--- src/rtl/wsm_pkg.sv ---
// ----------------------------------------------------------------------------
// Wildcard substring match: shared definitions
// Sizes, register indexes, beat payload types and the control struct that
// drives the row of match cells.
// ----------------------------------------------------------------------------
package wsm_pkg;

   // Longest pattern the block supports, and the bytes the pattern registers hold.
   localparam int PATTERN_MAX = 16;
   localparam int REG_BYTES   = 16;

   // One cell per pattern byte that can be in use.
   localparam int NUM_CELLS = (PATTERN_MAX < REG_BYTES) ? PATTERN_MAX : REG_BYTES;

   // Width of a length in use (0 to NUM_CELLS).
   localparam int LEN_W = $clog2(NUM_CELLS + 1);

   // Width of the pattern length register.
   localparam int PLEN_W = 5;

   // Configuration port geometry.
   localparam int CSR_IDX_W  = 2;
   localparam int CSR_DATA_W = 64;

   // Register indexes.
   localparam logic [CSR_IDX_W-1:0] CSR_PATTERN_LOW  = 2'd0;
   localparam logic [CSR_IDX_W-1:0] CSR_PATTERN_HIGH = 2'd1;
   localparam logic [CSR_IDX_W-1:0] CSR_PATTERN_LEN  = 2'd2;

   // Pattern byte that matches any text byte.
   localparam logic [7:0] WILDCARD = 8'd63;

   // Pattern byte that ends the pattern early.
   localparam logic [7:0] NUL_BYTE = 8'd0;

   // Input beat payload.
   typedef struct packed {
      logic [7:0] text_byte;
      logic       end_of_text;
   } req_type;

   // Result beat payload.
   typedef struct packed {
      logic found;
      logic string_done;
   } rsp_type;

   // Per-cycle control shared by every cell in the row.
   typedef struct packed {
      logic step;   // a text byte advances the partial matches
      logic clear;  // a terminator wipes the partial matches
   } cell_ctrl_type;

   // Pattern bytes as presented to the cells.
   typedef logic [NUM_CELLS-1:0][7:0] pattern_type;

endpackage

--- src/rtl/wsm_cfg.sv ---
// ----------------------------------------------------------------------------
// Wildcard substring match: configuration registers
// Holds the pattern bytes and length, and keeps the length in use (length
// saturated to the cell count and cut at the first zero byte) in a register
// that is updated in the same cycle as the write.
// ----------------------------------------------------------------------------
module wsm_cfg (
   input  logic                          clock,
   input  logic                          reset,
   input  logic                          csr_we,
   input  logic [wsm_pkg::CSR_IDX_W-1:0]  csr_index,
   input  logic [wsm_pkg::CSR_DATA_W-1:0] csr_wdata,
   output wsm_pkg::pattern_type          pattern,
   output logic [wsm_pkg::LEN_W-1:0]      used_len
);
   import wsm_pkg::*;

   logic [63:0]       pat_low_ff,  pat_low_in;
   logic [63:0]       pat_high_ff, pat_high_in;
   logic [PLEN_W-1:0] plen_ff,     plen_in;
   logic [LEN_W-1:0]  len_ff,      len_in;
   logic [127:0]      pat_all;

   // Length in use: saturate, then stop at the first zero byte inside it.
   function automatic logic [LEN_W-1:0] calc_used_len(
      input logic [63:0]       lo,
      input logic [63:0]       hi,
      input logic [PLEN_W-1:0] plen
   );
      logic [127:0]      all_bytes;
      logic [PLEN_W-1:0] sat;
      logic [LEN_W-1:0]  result;
      all_bytes = {hi, lo};
      sat = (plen > PLEN_W'(NUM_CELLS)) ? PLEN_W'(NUM_CELLS) : plen;
      result = LEN_W'(sat);
      for (int i = NUM_CELLS - 1; i >= 0; i--) begin
         if ((PLEN_W'(i) < sat) && (all_bytes[8*i +: 8] == NUL_BYTE)) begin
            result = LEN_W'(i);
         end
      end
      return result;
   endfunction

   // Register write decode.
   always_comb begin
      pat_low_in  = pat_low_ff;
      pat_high_in = pat_high_ff;
      plen_in     = plen_ff;
      if (csr_we) begin
         unique case (csr_index)
            CSR_PATTERN_LOW:  pat_low_in  = csr_wdata;
            CSR_PATTERN_HIGH: pat_high_in = csr_wdata;
            CSR_PATTERN_LEN:  plen_in     = csr_wdata[PLEN_W-1:0];
            default:          ;
         endcase
      end
      len_in = calc_used_len(pat_low_in, pat_high_in, plen_in);
   end

   always_ff @(posedge clock) begin
      if (reset) begin
         pat_low_ff  <= '0;
         pat_high_ff <= '0;
         plen_ff     <= '0;
         len_ff      <= '0;
      end else begin
         pat_low_ff  <= pat_low_in;
         pat_high_ff <= pat_high_in;
         plen_ff     <= plen_in;
         len_ff      <= len_in;
      end
   end

   // Present the bytes the cells use.
   assign pat_all = {pat_high_ff, pat_low_ff};

   always_comb begin
      for (int i = 0; i < NUM_CELLS; i++) begin
         pattern[i] = pat_all[8*i +: 8];
      end
   end

   assign used_len = len_ff;

endmodule

--- src/rtl/wsm_cell.sv ---
// ----------------------------------------------------------------------------
// Wildcard substring match: match cell
// Holds one bit of the partial-match vector. On each text byte it takes the
// bit of its left neighbor, keeps it if its pattern byte matches, and hands
// the result on to its right neighbor in the next cycle.
// ----------------------------------------------------------------------------
module wsm_cell (
   input  logic                   clock,
   input  logic                   reset,
   input  wsm_pkg::cell_ctrl_type ctrl,
   input  logic [7:0]             text_byte,
   input  logic [7:0]             pattern_byte,
   input  logic                   in_use,
   input  logic                   is_last,
   input  logic                   prev_match,
   output logic                   match,
   output logic                   hit
);
   import wsm_pkg::*;

   logic match_ff, match_in;
   logic byte_ok;

   // The pattern byte accepts this text byte.
   assign byte_ok = in_use && ((pattern_byte == WILDCARD) || (pattern_byte == text_byte));

   // Prefix through this cell matches the text ending at this byte.
   always_comb begin
      match_in = match_ff;
      if (ctrl.clear) begin
         match_in = 1'b0;
      end else if (ctrl.step) begin
         match_in = prev_match && byte_ok;
      end
   end

   always_ff @(posedge clock) begin
      if (reset) begin
         match_ff <= 1'b0;
      end else begin
         match_ff <= match_in;
      end
   end

   // The last cell in use reports a whole-pattern match.
   assign hit   = ctrl.step && is_last && prev_match && byte_ok;
   assign match = match_ff;

endmodule

--- src/rtl/wildcard_substring_match.sv ---
// ----------------------------------------------------------------------------
// Wildcard substring match
// Searches a byte stream for a configured pattern with single-byte wildcards.
// ----------------------------------------------------------------------------
// The block takes one text byte or terminator beat every clock cycle and
// returns one result beat per input beat in the next cycle, through an output
// register; req_ready drops only while that register holds a result that
// rsp_ready has not taken. The rate is set by the row of match cells, one per
// pattern byte, which all update their partial-match bit in the same cycle.
// Pattern writes take effect on the next input beat; there is no clearing
// pass after reset.
// ----------------------------------------------------------------------------
module wildcard_substring_match (
   input  logic                          clock,
   input  logic                          reset,
   input  logic                          req_valid,
   output logic                          req_ready,
   input  wsm_pkg::req_type              req_data,
   output logic                          rsp_valid,
   input  logic                          rsp_ready,
   output wsm_pkg::rsp_type              rsp_data,
   input  logic                          csr_we,
   input  logic [wsm_pkg::CSR_IDX_W-1:0]  csr_index,
   input  logic [wsm_pkg::CSR_DATA_W-1:0] csr_wdata
);
   import wsm_pkg::*;

   pattern_type          pattern;
   logic [LEN_W-1:0]     used_len;
   logic                 len_zero;
   logic                 req_accept;
   cell_ctrl_type        ctrl;
   logic [NUM_CELLS-1:0] match_vec;
   logic [NUM_CELLS-1:0] hit_vec;
   logic [NUM_CELLS:0]   chain;
   logic                 found_now;
   logic                 found_ff, found_in;
   logic                 rsp_valid_ff, rsp_valid_in;
   rsp_type              rsp_data_ff, rsp_data_in;

   // Configuration registers and length in use.
   wsm_cfg u_cfg (
      .clock     (clock),
      .reset     (reset),
      .csr_we    (csr_we),
      .csr_index (csr_index),
      .csr_wdata (csr_wdata),
      .pattern   (pattern),
      .used_len  (used_len)
   );

   assign len_zero   = (used_len == '0);
   assign req_ready  = !rsp_valid_ff || rsp_ready;
   assign req_accept = req_valid && req_ready;

   // Text bytes advance the cells; a terminator clears them.
   assign ctrl.step  = req_accept && !req_data.end_of_text && !len_zero;
   assign ctrl.clear = req_accept && req_data.end_of_text;

   // Row of cells; the first cell always sees a matching empty prefix.
   assign chain[0] = 1'b1;
   for (genvar i = 0; i < NUM_CELLS; i++) begin : g_cell
      wsm_cell u_cell (
         .clock        (clock),
         .reset        (reset),
         .ctrl         (ctrl),
         .text_byte    (req_data.text_byte),
         .pattern_byte (pattern[i]),
         .in_use       (LEN_W'(i) < used_len),
         .is_last      (LEN_W'(i + 1) == used_len),
         .prev_match   (chain[i]),
         .match        (match_vec[i]),
         .hit          (hit_vec[i])
      );
      assign chain[i+1] = match_vec[i];
   end

   // Sticky found flag, cleared after the terminator is reported.
   assign found_now = found_ff || len_zero || (|hit_vec);

   always_comb begin
      found_in = found_ff;
      if (req_accept) begin
         found_in = req_data.end_of_text ? 1'b0 : found_now;
      end
   end

   // Output register.
   always_comb begin
      rsp_valid_in = rsp_valid_ff;
      rsp_data_in  = rsp_data_ff;
      if (req_accept) begin
         rsp_valid_in            = 1'b1;
         rsp_data_in.found       = found_now;
         rsp_data_in.string_done = req_data.end_of_text;
      end else if (rsp_ready) begin
         rsp_valid_in = 1'b0;
      end
   end

   always_ff @(posedge clock) begin
      if (reset) begin
         found_ff     <= 1'b0;
         rsp_valid_ff <= 1'b0;
      end else begin
         found_ff     <= found_in;
         rsp_valid_ff <= rsp_valid_in;
      end
   end

   always_ff @(posedge clock) begin
      rsp_data_ff <= rsp_data_in;
   end

   assign rsp_valid = rsp_valid_ff;
   assign rsp_data  = rsp_data_ff;

   // A terminator leaves no partial match and no found flag behind.
   a_eot_clears: assert property (@(posedge clock) disable iff (reset)
      req_accept && req_data.end_of_text |=> (match_vec == '0) && !found_ff)
      else $error("partial matches survive a terminator");

   // Every accepted beat has a result waiting in the next cycle.
   a_accept_result: assert property (@(posedge clock) disable iff (reset)
      req_accept |=> rsp_valid_ff)
      else $error("accepted beat produced no result");

   // An empty pattern reports found on every result.
   a_empty_found: assert property (@(posedge clock) disable iff (reset)
      req_accept && len_zero |=> rsp_data_ff.found)
      else $error("empty pattern not reported as found");

   // The result carries the terminator marker of its beat.
   a_done_marker: assert property (@(posedge clock) disable iff (reset)
      req_accept |=> (rsp_data_ff.string_done == $past(req_data.end_of_text)))
      else $error("string_done does not follow the terminator");

endmodule

--- config.mk ---
export PLATFORM = sky130hd
export DESIGN_NAME = wildcard_substring_match
export DESIGN_NICKNAME = d
export VERILOG_FILES = /design/src/rtl/wsm_pkg.sv /design/src/rtl/wsm_cfg.sv /design/src/rtl/wsm_cell.sv /design/src/rtl/wildcard_substring_match.sv
export SDC_FILE = /design/constraint.sdc
export NUM_CORES = 1
export LEC_CHECK = 0
export BUFFER_PORTS_ARGS = -buffer_cell sky130_fd_sc_hd__buf_2
export CORE_UTILIZATION = 39
export DETAILED_ROUTE_END_ITERATION = 16
export SLEW_MARGIN = 20
export SYNTH_ARGS = -nofsm -noshare
export SYNTH_HDL_FRONTEND = slang
export SYNTH_SLANG_ARGS = --single-unit
--- constraint.sdc ---
create_clock -name clock -period 2.4 [get_ports clock]
set_input_delay 0.24 -clock clock [delete_from_list [all_inputs] [get_ports clock]]
set_output_delay 0.24 -clock clock [all_outputs]
set_load 0.1 [all_outputs]
Word-level counts from Yosys, hierarchy flattened
Index checks and enable logic that the tools add are counted. W data, S select, Z words.

Register bits after elaboration: 157. Latch bits: 0. Memory bits (writable): 0. Bits in read-only memories: 0. Word-level logic and storage cells: 280. Memories kept: 0.

$add $sub $neg: 0. Multipliers: 0. Div/mod/pow operators: 0. Magnitude comparators: 33. Equal/unequal tests: 50. Shift-type cells: 0. Mux-type cells: 25. Bitwise operators: 0. Reductions and logical operators: 145.

Operators with widths (count): $mux W64 (4); $eq A8 B6 Y1 const B (16); $eq A8 B8 Y1 (16); $logic_not A8 Y1 (16); $logic_and A1 B1 Y1 (97); $lt A4 B5 Y1 const A (16); $eq A4 B5 Y1 const A (8); $lt A3 B5 Y1 const A (8); $mux W4 (8); $eq A3 B5 Y1 const A (4); $lt A1 B5 Y1 const A (4); $lt A2 B5 Y1 const A (4); $logic_or A1 B1 Y1 (19); $reduce_or A17 Y1 (1); $reduce_or A16 Y1 (1); $mux W5 (3); $mux W3 (4); $eq A2 B5 Y1 const A (2); $reduce_or A9 Y1 (1); $eq A1 B5 Y1 const A (1); $eq A5 B5 Y1 const A (1); $gt A5 B5 Y1 const B (1); $logic_not A5 Y1 (1); $reduce_or A5 Y1 (1); 9 further kinds (16).

Depth between registers and ports, before layout
Depth after elaboration: 22. Gate-level depth with buffers: 9. Depth with buffers taken out: 7.

By module
From an unflattened synthesis, not the netlist that was laid out.

Cells, all modules: 1226. Area total of the unflattened synthesis: 9090.0 um2.

Modules (own cells, without submodules): wsm_cfg (instances 1, cells each 782, area an instance 5920.7 um2, sequential area each 2762.6 um2); wsm_cell (instances 16, cells each 23, area an instance 167.7 um2, sequential area each 20.0 um2); wildcard_substring_match (instances 1, cells each 76, area an instance 486.7 um2, sequential area each 100.1 um2).

Worst setup path after synthesis
Ideal clock, no wire load.

Path type: register -> register. From: register rsp_valid_ff, in the netlist rsp_valid. To: register rsp_data_ff, in the netlist rsp_data[1] (data pin). Setup time: 0.262 ns. Arrival: 2.127 ns. Data required time: 2.138 ns. Path slack: 0.011 ns. Stages on the path, launching flop included: 9. Buffers on the path: 1. Cells stage by stage: dfxtp_1 > nor2b_1 > nor3_1 > clkbuf_1 > and3_1 > nand3_1 > o2111ai_1 > nor3_1 > nand2_1.

Cells in the longest elaborated chain, start to end: 10. Elaborated cells between the ends (all ways): 54. Those cells by class: reduce/logical: 54.

RTL lines: start: declaration (RTL line wildcard_substring_match.sv:38) `logic rsp_valid_ff, rsp_valid_in;`; start signal: assignment (RTL line wildcard_substring_match.sv:107) `rsp_valid_ff <= rsp_valid_in;`; $logic_not A1 Y1 * (RTL line wildcard_substring_match.sv:53) `assign req_ready = !rsp_valid_ff || rsp_ready;`; $logic_or A1 B1 Y1 * (RTL line wildcard_substring_match.sv:53); $logic_and A1 B1 Y1 * (RTL line wildcard_substring_match.sv:54) `assign req_accept = req_valid && req_ready;`; $logic_and A1 B1 Y1 * (2 in a row) (RTL line wildcard_substring_match.sv:57) `assign ctrl.step = req_accept && !req_data.end_of_text && !len_zero;`; $logic_and A1 B1 Y1 (3 in a row) (RTL line wsm_cell.sv:46) `assign hit = ctrl.step && is_last && prev_match && byte_ok;`; $reduce_or A16 Y1 * (RTL line wildcard_substring_match.sv:79) `assign found_now = found_ff || len_zero || (|hit_vec);`; $logic_or A1 B1 Y1 * (RTL line wildcard_substring_match.sv:79); net found_now (RTL line wildcard_substring_match.sv:36) `logic found_now;`; end signal: assignment (RTL line wildcard_substring_match.sv:112) `rsp_data_ff <= rsp_data_in;`; end: declaration (RTL line wildcard_substring_match.sv:39) `rsp_type rsp_data_ff, rsp_data_in;`.

Mark *: on every way through the listed nets, which the timed path passes. The rest lies on a longest branch. A chain may end at the register's enable or synchronous reset.

Worst setup path in the final report
From: register u_cfg.plen_ff[3]. To: register u_cfg.len_ff[2], in the netlist u_cfg.used_len[2].

Cells in the longest elaborated chain, start to end: 18. Elaborated cells between the ends (all ways): 49. Those cells by class: order compare: 17; mux: 15; reduce/logical: 17.

RTL lines: start: declaration (RTL line wsm_cfg.sv:20) `logic [PLEN_W-1:0] plen_ff, plen_in;`; start signal: assignment (RTL line wsm_cfg.sv:69) `plen_ff <= plen_in;`; $mux W5 (RTL line wsm_cfg.sv:50) `unique case (csr_index)`; $mux W5 * (RTL line wsm_cfg.sv:49) `if (csr_we) begin`; $gt A5 B5 Y1 (RTL line wsm_cfg.sv:34) `sat = (plen > PLEN_W'(NUM_CELLS)) ? PLEN_W'(NUM_CELLS) : plen;`; $mux W5 * (RTL line wsm_cfg.sv:34); $lt A4 B5 Y1 (RTL line wsm_cfg.sv:37) `if ((PLEN_W'(i) < sat) && (all_bytes[8*i +: 8] == NUL_BYTE)) begin`; $logic_and A1 B1 Y1 (RTL line wsm_cfg.sv:37); $mux W4 (8 in a row) (RTL line wsm_cfg.sv:37); $mux W3 (4 in a row) (RTL line wsm_cfg.sv:37); end signal: assignment (RTL line wsm_cfg.sv:70) `len_ff <= len_in;`; end: declaration (RTL line wsm_cfg.sv:21) `logic [LEN_W-1:0] len_ff, len_in;`.

Mark *: on every way between the ends. The rest lies on a longest branch, timed or not.

==> key figures <==
Clock tree
  • CTS tree: done
  • # hold bufs at CTS: 0
  • H-tree Lvls: 4
  • Clk_lat worst skew: 0.43 ns
  • # clock sinks: 157
  • Worst-path clk slew: 0.07 ns
  • Postcts setup bufs: 0
  • Root Buffer: clkbuf_16
  • Clock Path Buffers: 2
  • # resized after CTS: 0
  • Cts bufs inserted: 17

Global routing
  • Vias in the first global route: 8249
  • GRT Total Usage: 23.9%
  • Initial antenna violation count: 0
  • Gr ovfl total: 0
  • First-pass GRT wire length: 44500 um
  • Pin count of the biggest net entering global routing: 54

Detailed routing
  • DR vias/cell: 5.59
  • Vias post-DR: 8726
  • Post-route ant nets: 0
  • DR pass1 iterations: 13
  • Initial drt markers: 545
  • Final wirelength: 27400 um
  • Remaining routing DRC violations: 2
  • Wire per inst: 17.6 um

Place
  • Routability-driven placement congestion ratio: 0.965
  • Cells after DPL: 1530
  • HPWL Detailed: 20300 um
  • Port bufs: 83

Worst setup path
  • Worst-path cell chain: nor2_1, mux2_2, o21bai_1, o31ai_1, nor3b_2, a21bo_2, a21boi_1
  • CP startpoint kind: flop
  • Crit Path Max Fanout: 10
  • Slowest-stage cell, CP: dfxtp_1
  • Crit Path Category: reg2reg
  • Worst Path Required: 2.70 ns
  • Crit-path max cell delay: 0.57 ns
  • Arrival @ worst endpoint: 2.48 ns
  • Reg2Reg Setup Slack: 0.23 ns
  • CP Capture Type: flop

Floorplanning
  • Io pins: 84
  • Site Rows: 54
  • Die width: 153 um
  • Initial Util: 40.2%
  • Core area: 22000 sq um
  • DIE AREA: 23300 sq um
  • Die height: 153 um

Run
  • Max-Cap Viols: 0

Power and ir drop
  • Cell Int Power: 4.77 mW
  • Power Dens Cells: 642 nW/um^2
  • Switching power: 1.97 mW
  • Logic pwr share: 17.2%
  • LEAKAGE: 3.59 nW
  • Clock Power Share: 40.9%
  • Reg power frac: 41.9%
  • Power consumption: 6.74 mW
  • Sw frac: 29.2%
  • Worst VDD drop: 0.462 mV

Yosys
  • Synth Instances: 1170
  • Yosys top cell area share: 35.1%
  • Cell area after synthesis: 8850 sq um
  • FFs w/ async S/R, synth: 0%
  • Yosys warning count: 0
  • Leading area contributor after synthesis: dfxtp_1
  • Avg Cell Area, Syn: 7.57 sq um
  • Synth top area cells: dfxtp_1 35%, nand2_1 13%, xnor2_1 12%
  • Sequential-to-total area share from yosys stat: 35.7%
  • Syn nets: 1250
  • Number of flops mapped to enable cells by yosys: 2
  • Primary FF master, synth: dfxtp_1
  • FF+latch count, synth: 157
  • Synth cell types: 64

Timing
  • Slew margin rel.: 52.7%
  • Setup skew after layout: 0.0159 ns
  • Final Setup Violations: 0
  • Worst-Margin Slew: 0.702 ns
  • Final period util: 90.5%
  • Pins Over Slew Limit: 0
  • F_max: 0.461 GHz
  • Fin. Hold Viols: 0
  • Setup TNS: 0 ns
  • Unrepaired setup endpoints after global routing: false
  • Fin crit period: 2.17 ns

Final layout
  • Synth-to-layout area growth: 18.6%
  • Final Non-Filler Cells: 1562
  • # nets final: 1349
  • # diodes: 0
  • Share of layout cells above drive strength 1: 16.4%

Run status
  • Failing checks: design-rule violations
  • Outcome: finished with violations

Min path
  • Worst Hold Class: in2reg
-- sequential cells by signal, indices dropped and copies added (netlist names) --
register,count
found_ff,1
u_cfg.pat_low_ff,64
rsp_valid,1
rsp_data,2
g_cell.u_cell.match,15
u_cfg.used_len,5
u_cfg.pat_high_ff,64
u_cfg.plen_ff,5
-- cell type report --
| class | count | area, sq um |
|---|---|---|
| Timing Repair Buffer | 163 | 1130 |
| Multi-Input combinational cell | 923 | 5230 |
| Fill cell | 2219 | 11500 |
| Clock buffer | 23 | 498 |
| Tap cell | 280 | 350 |
| Sequential cell | 157 | 3160 |
| Inverter | 7 | 26.3 |
| Clock inverter | 9 | 98.8 |
-- stage by stage --
stage	utilization, %	setup slack [ns]	hold slack (ns)	cell area, sq um
final	47.7	0.229	0.0342	10500
after detailed placement	45.0	0.0628	0.451	9900
after CTS	47.7	0.243	0.0192	10500
after global routing	47.7	0.0166	0.0235	10500
after floorplan	-	0.0107	0.339	8850
after global placement	45.0	0.103	0.443	9900
-- worst max-delay path, delay by kind of cell (launching register included) --
family	cells	cell delay, ns
simple gates	2	0.27
flops	1	0.57
compound gates	4	0.88
mux	1	0.34
-- metal layers --
layer / track usage (%) / up-vias / wire length, um
li1: - / 4324 / -
met1: 32.5 / 4135 / 12900
met2: 38.8 / 240 / 12800
met3: 4.10 / 27 / 1290
met4: 6.97 / 0 / 369
met5: 0 / - / 0
-- cells in the mapped netlist, drive strengths merged, types with 6 or more instances --
cell and instances:
inv 7, nand2 299, mux2i 7, nand4 55
clkbuf 57, dfxtp 155, a21oi 157, o31ai 6
xnor2 120, nand3 35, nor3 14, o21ai 27
or3 6, buf 26, and3 8, or4 18
xor2 8, nor2 31, nor3b 7, nor4 53
-- cell families (layout without fill, tap and decap cells) --
family | after synthesis | after routing | share of synthesized area, %
multiplexers | 11 | 11 | 1.34
AND/OR/NAND/NOR | 548 | 548 | 29.6
XOR/XNOR | 128 | 128 | 12.7
buffers and inverters | 90 | 202 | 5.27
AO/OA/AOI/OAI | 236 | 236 | 15.3
flip-flops | 157 | 157 | 35.7
-- power groups by stage --
stage / clock [mW] / combinational, mW / sequential, mW
4_1_cts: 2.81 / 1.15 / 2.82
5_1_grt: 2.90 / 1.27 / 2.84
2_1_floorplan: 0 / 0.735 / 2.88
3_5_place_dp: 0 / 1.15 / 2.88
3_3_place_gp: 0 / 1.15 / 2.88
6_report: 2.76 / 1.16 / 2.82
-- cell usage in the layout, fill, tap and decap left out, drive strengths merged, types with 3 or more instances in the layout --
master	count
nand2	299
buf	163
a21oi	157
dfxtp	155
xnor2	120
nand4	55
nor4	53
nand3	35
nor2	31
o21ai	27
clkbuf	23
or4	18
nor3	14
inv	11
xor2	8
and3	8
mux2i	7
nor3b	7
or3	6
o31ai	6
nor2b	4
a21o	4
nand3b	4
o211ai	4
mux2	4
a211oi	4
a32oi	3
o2111ai	3
and4b	3
o22ai	3
o21a	3
a22oi	3
clkinv	3
a21boi	3
a2111oi	3
-- path summary, 6_finish.rpt --
kind,startpoint,to,cells past startpoint
max reg2reg,u_cfg.plen_ff[3]$_SDFF_PP0_,u_cfg.used_len[2]$_SDFF_PP0_,7
min reg2reg,g_cell[4].u_cell.match$_SDFFE_PP0P_,g_cell[4].u_cell.match$_SDFFE_PP0P_,2
min,req_data[0],rsp_data[0]$_DFFE_PP_,1
max,u_cfg.plen_ff[3]$_SDFF_PP0_,u_cfg.used_len[2]$_SDFF_PP0_,7
(Power assumes the default switching activity.)
